### src/hw/rtl/dtp_pkg.sv
// ----------------------------------------------------------------------------
// dtp_pkg
// Shared types and constants for the delimited integer text parser.
// ----------------------------------------------------------------------------
package dtp_pkg;

    localparam logic [7:0]  BYTE_CR    = 8'd13;
    localparam logic [7:0]  BYTE_LF    = 8'd10;
    localparam logic [7:0]  BYTE_SPACE = 8'd32;
    localparam logic [7:0]  BYTE_TAB   = 8'd9;
    localparam logic [7:0]  BYTE_PLUS  = 8'd43;
    localparam logic [7:0]  BYTE_MINUS = 8'd45;
    localparam logic [7:0]  BYTE_ZERO  = 8'd48;
    localparam logic [7:0]  BYTE_NINE  = 8'd57;
    localparam logic [7:0]  SEP_RESET  = 8'd44;

    localparam logic [31:0] LIMIT_MAG  = 32'h8000_0000;
    localparam logic [31:0] MAX_POS    = 32'h7fff_ffff;

    typedef enum logic [1:0] {
        PH_SPACE  = 2'd0,
        PH_SIGN   = 2'd1,
        PH_DIGITS = 2'd2,
        PH_STOP   = 2'd3
    } t_phase;

    typedef struct packed {
        t_phase      phase;
        logic        negative;
        logic [31:0] magnitude;
        logic        too_big;
        logic        field_has_chars;
        logic        line_has_chars;
        logic        held_return;
    } t_state;

    typedef struct packed {
        logic        emitted;
        logic        has_number;
        logic [31:0] number;
        logic        row_done;
        logic        range_error;
    } t_result;

    localparam t_state STATE_RESET = '{
        phase:           PH_SPACE,
        negative:        1'b0,
        magnitude:       32'd0,
        too_big:         1'b0,
        field_has_chars: 1'b0,
        line_has_chars:  1'b0,
        held_return:     1'b0
    };

    function automatic logic is_space(input logic [7:0] c);
        is_space = (c == BYTE_SPACE) || ((c >= BYTE_TAB) && (c <= BYTE_CR));
    endfunction

endpackage

### src/hw/rtl/dtp_step.sv
// ----------------------------------------------------------------------------
// dtp_step
// Next-state and result logic for one text byte.
// ----------------------------------------------------------------------------
module dtp_step (
    input  logic [7:0]      i_sep,
    input  logic [7:0]      i_byte,
    input  logic            i_last,
    input  dtp_pkg::t_state i_state,
    output dtp_pkg::t_state o_state,
    output dtp_pkg::t_result o_res
);
    import dtp_pkg::*;

    typedef struct packed {
        t_state      st;
        logic        take;
        logic [31:0] num;
        logic        err;
    } t_feed;

    function automatic t_state clear_field(input t_state s);
        t_state t;
        t = s;
        t.phase           = PH_SPACE;
        t.negative        = 1'b0;
        t.magnitude       = 32'd0;
        t.too_big         = 1'b0;
        t.field_has_chars = 1'b0;
        return t;
    endfunction

    // saturated field value, {err, value}
    function automatic logic [32:0] field_value(input t_state s);
        logic [32:0] v;
        if (s.negative) begin
            if (s.too_big) v = {1'b1, LIMIT_MAG};
            else           v = {1'b0, 32'd0 - s.magnitude};
        end else begin
            if (s.too_big || (s.magnitude > MAX_POS)) v = {1'b1, MAX_POS};
            else                                     v = {1'b0, s.magnitude};
        end
        return v;
    endfunction

    function automatic t_feed feed_byte(input t_state s, input logic [7:0] c,
                                        input logic [7:0] sep);
        t_feed       f;
        logic        digit;
        logic [34:0] next_mag;
        logic [32:0] fv;
        f        = '0;
        f.st     = s;
        f.st.line_has_chars = 1'b1;
        digit    = (c >= BYTE_ZERO) && (c <= BYTE_NINE);
        next_mag = ({3'b000, s.magnitude} * 35'd10) + {31'd0, c[3:0]};
        fv       = field_value(s);
        if (c == sep) begin
            f.take = 1'b1;
            f.num  = fv[31:0];
            f.err  = fv[32];
            f.st   = clear_field(f.st);
        end else begin
            f.st.field_has_chars = 1'b1;
            if ((s.phase == PH_SPACE) && is_space(c)) begin
                f.st.phase = s.phase;
            end else if ((s.phase == PH_SPACE) && ((c == BYTE_PLUS) || (c == BYTE_MINUS))) begin
                f.st.negative = (c == BYTE_MINUS);
                f.st.phase    = PH_SIGN;
            end else if (s.phase == PH_STOP) begin
                f.st.phase = PH_STOP;
            end else if (!digit) begin
                f.st.phase = PH_STOP;
            end else begin
                f.st.phase = PH_DIGITS;
                if (!s.too_big) begin
                    if (next_mag > {3'b000, LIMIT_MAG}) f.st.too_big   = 1'b1;
                    else                                f.st.magnitude = next_mag[31:0];
                end
            end
        end
        return f;
    endfunction

    always_comb begin
        t_state      s;
        t_result     r;
        t_feed       f1;
        t_feed       f2;
        logic [32:0] fv;
        logic [32:0] fv2;
        s  = i_state;
        r  = '0;
        f1 = feed_byte(i_state, BYTE_CR, i_sep);
        f2 = '0;
        fv = field_value(i_state);

        if (i_byte == BYTE_LF) begin
            s.held_return = 1'b0;
            if (s.field_has_chars) begin
                r.has_number  = 1'b1;
                r.number      = fv[31:0];
                r.range_error = fv[32];
            end
            s              = clear_field(s);
            r.emitted      = 1'b1;
            r.row_done     = 1'b1;
            s.line_has_chars = 1'b0;
        end else if (i_byte == BYTE_CR) begin
            if (i_state.held_return) begin
                s = f1.st;
                if (f1.take) begin
                    r.emitted     = 1'b1;
                    r.has_number  = 1'b1;
                    r.number      = f1.num;
                    r.range_error = f1.err;
                end
            end
            s.held_return = 1'b1;
        end else begin
            if (i_state.held_return) begin
                s = f1.st;
                s.held_return = 1'b0;
                if (f1.take) begin
                    r.emitted     = 1'b1;
                    r.has_number  = 1'b1;
                    r.number      = f1.num;
                    r.range_error = f1.err;
                end
            end
            f2 = feed_byte(s, i_byte, i_sep);
            s  = f2.st;
            if (f2.take) begin
                r.emitted     = 1'b1;
                r.has_number  = 1'b1;
                r.number      = f2.num;
                r.range_error = f2.err;
            end
        end

        fv2 = field_value(s);
        if (i_last) begin
            s.held_return = 1'b0;
            if (s.line_has_chars) begin
                if (s.field_has_chars) begin
                    r.has_number  = 1'b1;
                    r.number      = fv2[31:0];
                    r.range_error = fv2[32];
                end
                r.emitted  = 1'b1;
                r.row_done = 1'b1;
            end
            s = clear_field(s);
            s.line_has_chars = 1'b0;
        end

        o_state = s;
        o_res   = r;
    end

endmodule

### src/hw/rtl/delimited_integer_text_parser_unit.sv
// ----------------------------------------------------------------------------
// delimited_integer_text_parser_unit
// Splits a byte stream into rows and separator-delimited signed integers.
// ----------------------------------------------------------------------------
// Usage:
//   s_axis carries one text byte per request, tlast marks the last byte of a
//   stream. m_axis returns zero or one result per byte: tdata is the field
//   value, tuser[0] says a value is present, tuser[1] flags saturation, and
//   tlast marks the result that closes a row.
//   The cfg channel sets the field separator; it is always ready and must
//   only be written while no bytes are in flight.
// Timing:
//   One byte per cycle sustained while results are taken. An accepted byte
//   sits in the input register, then the field logic loads the output
//   register from it once that register is free to advance.
// Reset:
//   Clears the parse state and both valid flags; separator returns to ','.
// Stall:
//   While the output register holds an untaken result, the input register
//   keeps its byte and s_axis_tready stays high only if it is empty.
// ----------------------------------------------------------------------------
module delimited_integer_text_parser_unit (
    input  logic        i_clk,
    input  logic        i_rst_n,
    input  logic        s_axis_tvalid,
    output logic        s_axis_tready,
    input  logic [7:0]  s_axis_tdata,   // [7:0] text_byte
    input  logic        s_axis_tlast,   // stream_end
    output logic        m_axis_tvalid,
    input  logic        m_axis_tready,
    output logic [31:0] m_axis_tdata,   // [31:0] number
    output logic [1:0]  m_axis_tuser,   // [0] has_number, [1] range_error
    output logic        m_axis_tlast,   // row_done
    input  logic        i_cfg_valid,
    output logic        o_cfg_ready,
    input  logic [7:0]  i_cfg_data      // [7:0] field_separator
);
    import dtp_pkg::*;

    logic [7:0]  r_sep_byte;
    logic        r_in_valid;
    logic [7:0]  r_in_byte;
    logic        r_in_last;
    t_state      r_state;
    t_state      n_state;
    t_result     n_res;
    logic        r_out_valid;
    logic [31:0] r_out_number;
    logic        r_out_has;
    logic        r_out_err;
    logic        r_out_row;
    logic        adv;

    assign adv           = !r_out_valid || m_axis_tready;
    assign s_axis_tready = !r_in_valid || adv;
    assign o_cfg_ready   = 1'b1;

    dtp_step u_step (
        .i_sep   (r_sep_byte),
        .i_byte  (r_in_byte),
        .i_last  (r_in_last),
        .i_state (r_state),
        .o_state (n_state),
        .o_res   (n_res)
    );

    always_ff @(posedge i_clk) begin
        if (!i_rst_n) begin
            r_sep_byte <= SEP_RESET;
        end else if (i_cfg_valid) begin
            r_sep_byte <= i_cfg_data;
        end
    end

    always_ff @(posedge i_clk) begin
        if (!i_rst_n) begin
            r_in_valid <= 1'b0;
        end else if (s_axis_tready) begin
            r_in_valid <= s_axis_tvalid;
        end
    end

    always_ff @(posedge i_clk) begin
        if (s_axis_tready && s_axis_tvalid) begin
            r_in_byte <= s_axis_tdata;
            r_in_last <= s_axis_tlast;
        end
    end

    always_ff @(posedge i_clk) begin
        if (!i_rst_n) begin
            r_state     <= STATE_RESET;
            r_out_valid <= 1'b0;
        end else if (adv) begin
            r_out_valid <= r_in_valid && n_res.emitted;
            if (r_in_valid) begin
                r_state <= n_state;
            end
        end
    end

    always_ff @(posedge i_clk) begin
        if (adv && r_in_valid) begin
            r_out_number <= n_res.has_number ? n_res.number : 32'd0;
            r_out_has    <= n_res.has_number;
            r_out_err    <= n_res.has_number && n_res.range_error;
            r_out_row    <= n_res.row_done;
        end
    end

    assign m_axis_tvalid = r_out_valid;
    assign m_axis_tdata  = r_out_number;
    assign m_axis_tuser  = {r_out_err, r_out_has};
    assign m_axis_tlast  = r_out_row;

endmodule

### config.mk
export PLATFORM = sky130hd
export DESIGN_NAME = delimited_integer_text_parser_unit
export DESIGN_NICKNAME = d
export VERILOG_FILES = /design/src/hw/rtl/dtp_pkg.sv /design/src/hw/rtl/dtp_step.sv /design/src/hw/rtl/delimited_integer_text_parser_unit.sv
export SDC_FILE = /design/constraint.sdc
export NUM_CORES = 1
export LEC_CHECK = 0
export ABC_AREA = 1
export BUFFER_PORTS_ARGS = -buffer_cell sky130_fd_sc_hd__buf_2
export CAP_MARGIN = 15
export CORE_ASPECT_RATIO = 1.25
export CORE_MARGIN = 2
export CORE_UTILIZATION = 40
export CTS_BUF_LIST = sky130_fd_sc_hd__clkbuf_4 sky130_fd_sc_hd__clkbuf_8
export CTS_CLUSTER_SIZE = 30
export DETAILED_ROUTE_END_ITERATION = 16
export GPL_ROUTABILITY_DRIVEN = 1
export HOLD_SLACK_MARGIN = 0.05
export PLACE_DENSITY = 0.65
export SYNTH_ARGS = -nofsm -noshare
export SYNTH_HDL_FRONTEND = slang
export SYNTH_SLANG_ARGS = --single-unit
### constraint.sdc
create_clock -name i_clk -period 13.9 [get_ports i_clk]
set_clock_uncertainty 0.05 [all_clocks]
set_input_delay 0.695 -clock i_clk [delete_from_list [all_inputs] [get_ports i_clk]]
set_output_delay 0.695 -clock i_clk [all_outputs]
set_load 0.005 [all_outputs]
==> summary by stage <==
Outcome
The run finished with clean final reports.

Critical path
The element type at the critical path end is a flop. Counting stages on the worst path, the most repeated cell is sky130_fd_sc_hd__nand2_1. For the worst setup path, the data arrival time is between 8 and 9 ns.

The maximum cell stage delay along the critical path is 0.70 ns. Of all nets on the critical path, the largest fanout is 46. The worst setup path is launched from a flop.

For the worst setup path, the data required time is between 10 and 15 ns. The slowest cell on the critical path is sky130_fd_sc_hd__nor2_2. The path type of the worst setup path is reg2reg.

STA
The final critical path takes up 57.92% of the cycle. The max-slew violation count came to 0. Setup repair after global routing left no endpoint under its margin.

Subtracting the final worst setup slack from the clock period gives between 8 and 9 ns. The achievable clock frequency is 124.2 MHz. Setup violations remaining at the end of the flow were counted as 0.

The final-report hold violation count is 0. At the pin with the least slew margin, the transition time is 1.033 ns. Summed over all failing endpoints, the final setup total negative slack is 0 ns. The max-slew headroom at the worst pin is 30.89%.

Pwr
Summed over all cells, the static leakage comes to 7.012 nW. The ratio of total power to cell area is between 40 and 50 nW/µm². The completed layout was analyzed and its total power is 0.6160 mW. The highest ir drop seen on vdd is around 0.066 mV.

Place
Routability-driven placement finished with a final weighted congestion of 1.021. Once placement completed, the tool counted placed cells totaling between 2000 and 3000. The half-perimeter wire length after placement is between 30000 and 40000 µm. The total of buffers placed on input and output ports is 58.

GRT
The total overflow left after global routing is 0. The number of antenna violations at the first check in global routing is 0. The first global-routing pass estimated 72020 µm of wire. The overall routing resource usage is around 28%.

The maximum number of pins on one net before global-route repair is 47. The number of global-route vias before repair is 13318.

Cells and area
Measured on the finished design, the core utilization comes to a little over two fifths. The number of antenna cells inserted is 0. The library cell used most frequently in the layout, excluding fill and tap cells, is sky130_fd_sc_hd__nand2_1. The footprint of the flip-flops and latches is about 2300 µm². After filler insertion, the fill cell instance count of the layout stands at 3510.

The net count of the finished layout is 2292. The synthesis-to-finish area growth is 5.961%. The top cell types in the final layout, fill and taps aside, are sky130_fd_sc_hd__nand2_1, sky130_fd_sc_hd__inv_1, sky130_fd_sc_hd__nor2_1. The finished layout holds 2636 standard cells, fillers aside. The ratio of cells with drive above 1 in the final layout is about an eighth. The area of the multi-input gates is 8927 µm².

Floorplan
For this design the top-level I/O count stands at 60. The standard-cell row count is 73. The floorplan die height is 203.4 µm. The floorplan die area is 33250 µm². The effective utilization at floorplan is 40.25%. The area of the core region is 31600 µm². In this run the horizontal extent of the chip is 163.5 µm.

Detailed routing
The via count is approximately 14000. The detailed-routing iteration count for the pre-antenna-repair pass is 10. The DRC violations left is 0.

The average wire per cell in the routed design is 17.55 µm. For this block, the routed nets add up to between 40000 and 50000 µm of wire. The residual antenna-violating net count after detailed routing is 0.

The via-per-instance ratio is 5.487. The iteration-0 DRC count of the detailed router is 1308.

Flow run
The total of max-cap violations is 0.

Clock network
For this design, the sink count on the clock tree is 93. Buffers inserted during clock tree synthesis total 9. In this run the clock root is driven by a sky130_fd_sc_hd__clkbuf_8. CTS built an H-tree with a depth of 3. The post-CTS clock slew at the launch and capture registers of the worst setup and hold paths is 0.12 ns. The later pin in the worst-skew pair is clocked with a latency of between 0.4 and 0.5 ns. The post-CTS repair timing setup buffer count is 0. The number of hold buffers added after CTS was 0. The CTS tree is done.

The buffer levels on the longest clock path is 2. The post-cts repair resize count is 0.

Synth
The flop and latch count out of synthesis is 93. The post-synthesis average cell area is 5.758 µm². The count of flip-flops with a built-in enable after synthesis is 44. The area fraction in and, or, nand and nor cells after synthesis is a little under half. Synthesis produced a netlist whose cell count is approximately 2200. The predominant post-synthesis flop cell is sky130_fd_sc_hd__dfxtp_1.

The top-area cell type share of the netlist area is 18.86%. The parity-gate share of the synthesized area counting xor and xnor cells is 2.469%. For this run, the number of Yosys warnings is 0.

The number of different library cells used by synthesis comes to between 50 and 60. The mapped netlist covers 12720 µm². The largest family of logic cells by synthesized area is simple AND/OR/NAND/NOR gates.

Of all cell types, the one taking the most synthesized area is sky130_fd_sc_hd__nand2_1. After Yosys synthesis, full adders, half adders and majority gates account for 5.135% of the synthesized area. After synthesis, flip-flops and latches occupy between 15 and 20% of the total area. Synthesis produced a netlist with a net count of roughly 2300.

By area the synthesized netlist is led by sky130_fd_sc_hd__nand2_1, sky130_fd_sc_hd__edfxtp_1, sky130_fd_sc_hd__inv_1. The share of synthesized registers carrying an async set or reset is 0%. Summing the areas of all compound-gate instances in the mapped netlist gives 16.09% of the synthesized area. Measured against the total synthesized area, the mux share comes to 0%.

Worst hold path
The worst min-delay path class is in2reg.
==> synth_stat cells, drive strengths merged, types with 23 or more instances <==
| master | instances |
|---|---|
| a21oi | 183 |
| buf | 23 |
| clkbuf | 47 |
| dfxtp | 49 |
| edfxtp | 44 |
| ha | 49 |
| inv | 304 |
| nand2 | 705 |
| nand3 | 182 |
| nand4 | 45 |
| nor2 | 283 |
| nor3 | 39 |
| o21ai | 128 |
==> stage by stage <==
step | hold slack, ns | area, µm² | setup WS [ns]
floorplan | 0.3953 | 12720 | 8.145
global placement | 0.4084 | 13290 | 6.196
detailed placement | 0.4178 | 13290 | 6.001
CTS | 0.3801 | 13480 | 5.970
global route | 0.3790 | 13480 | 5.154
finish | 0.3952 | 13480 | 5.850
==> power by group <==
| group | internal, mW | leakage, nW | total, mW | switching (mW) |
|---|---|---|---|---|
| clock | 0.0696 | 0.0954 | 0.190 | 0.120 |
| sequential | 0.298 | 0.825 | 0.304 | 0.00617 |
| combinational | 0.0380 | 6.09 | 0.122 | 0.0843 |
| total | 0.405 | 7.01 | 0.616 | 0.211 |
==> cell type report <==
class / count / area share [%]
Sequential cell: 93 / 17.08
Tap cell: 412 / 3.825
Multi-Input combinational cell: 1737 / 66.24
Inverter: 308 / 8.615
Timing Repair Buffer: 70 / 2.822
Clock inverter: 7 / 0.5013
Clock buffer: 9 / 0.9191
==> critical path: cells and delay by family (launching register included) <==
kind | cells | cell delay [ns]
buf+inv | 4 | 0.77
flops | 1 | 0.35
compound gates | 1 | 0.11
fa+ha+maj | 3 | 1.02
simple gates | 36 | 5.53
==> final timing paths <==
| kind | endpoint | slack (ns) | from | depth (start not counted) |
|---|---|---|---|---|
| worst max-delay path | m_axis_tdata[8]$_SDFFCE_PN0P_ | 5.85 | r_sep_byte[4]$_SDFFE_PN0P_ | 44 |
| worst min-delay path | r_in_byte[0]$_DFFE_PP_ | 0.40 | s_axis_tdata[0] | 1 |
| worst max register to register | m_axis_tdata[8]$_SDFFCE_PN0P_ | 5.85 | r_sep_byte[4]$_SDFFE_PN0P_ | 44 |
| worst min register to register | r_state[1]$_SDFFE_PN0P_ | 0.43 | r_state[1]$_SDFFE_PN0P_ | 2 |
==> routing by layer <==
metal / share of wire, % / global-route usage (%)
met5: 0 / 0
met4: 5.3 / 14.32
met3: 5.5 / 2.725
met2: 47 / 46.68
met1: 42 / 34.61
==> sequential cells by signal, indices dropped and copies added (netlist names) <==
register,cells
r_state,39
m_axis_tdata,32
r_in_byte,8
r_sep_byte,8
m_axis_tlast,1
m_axis_tvalid,1
r_in_last,1
r_in_valid,1
r_out_err,1
r_out_has,1
==> cells by family after synthesis <==
| group | count (synthesis) |
|---|---|
| and+or+nand+nor | 1273 |
| DFF | 93 |
| buffers and inverters | 379 |
| xor gates and xnor gates | 35 |
| AOI/OAI and AO/OA | 377 |
| other | 1 |
| adders and majority gates | 51 |
Note: power is estimated with default switching activity, not from simulation.
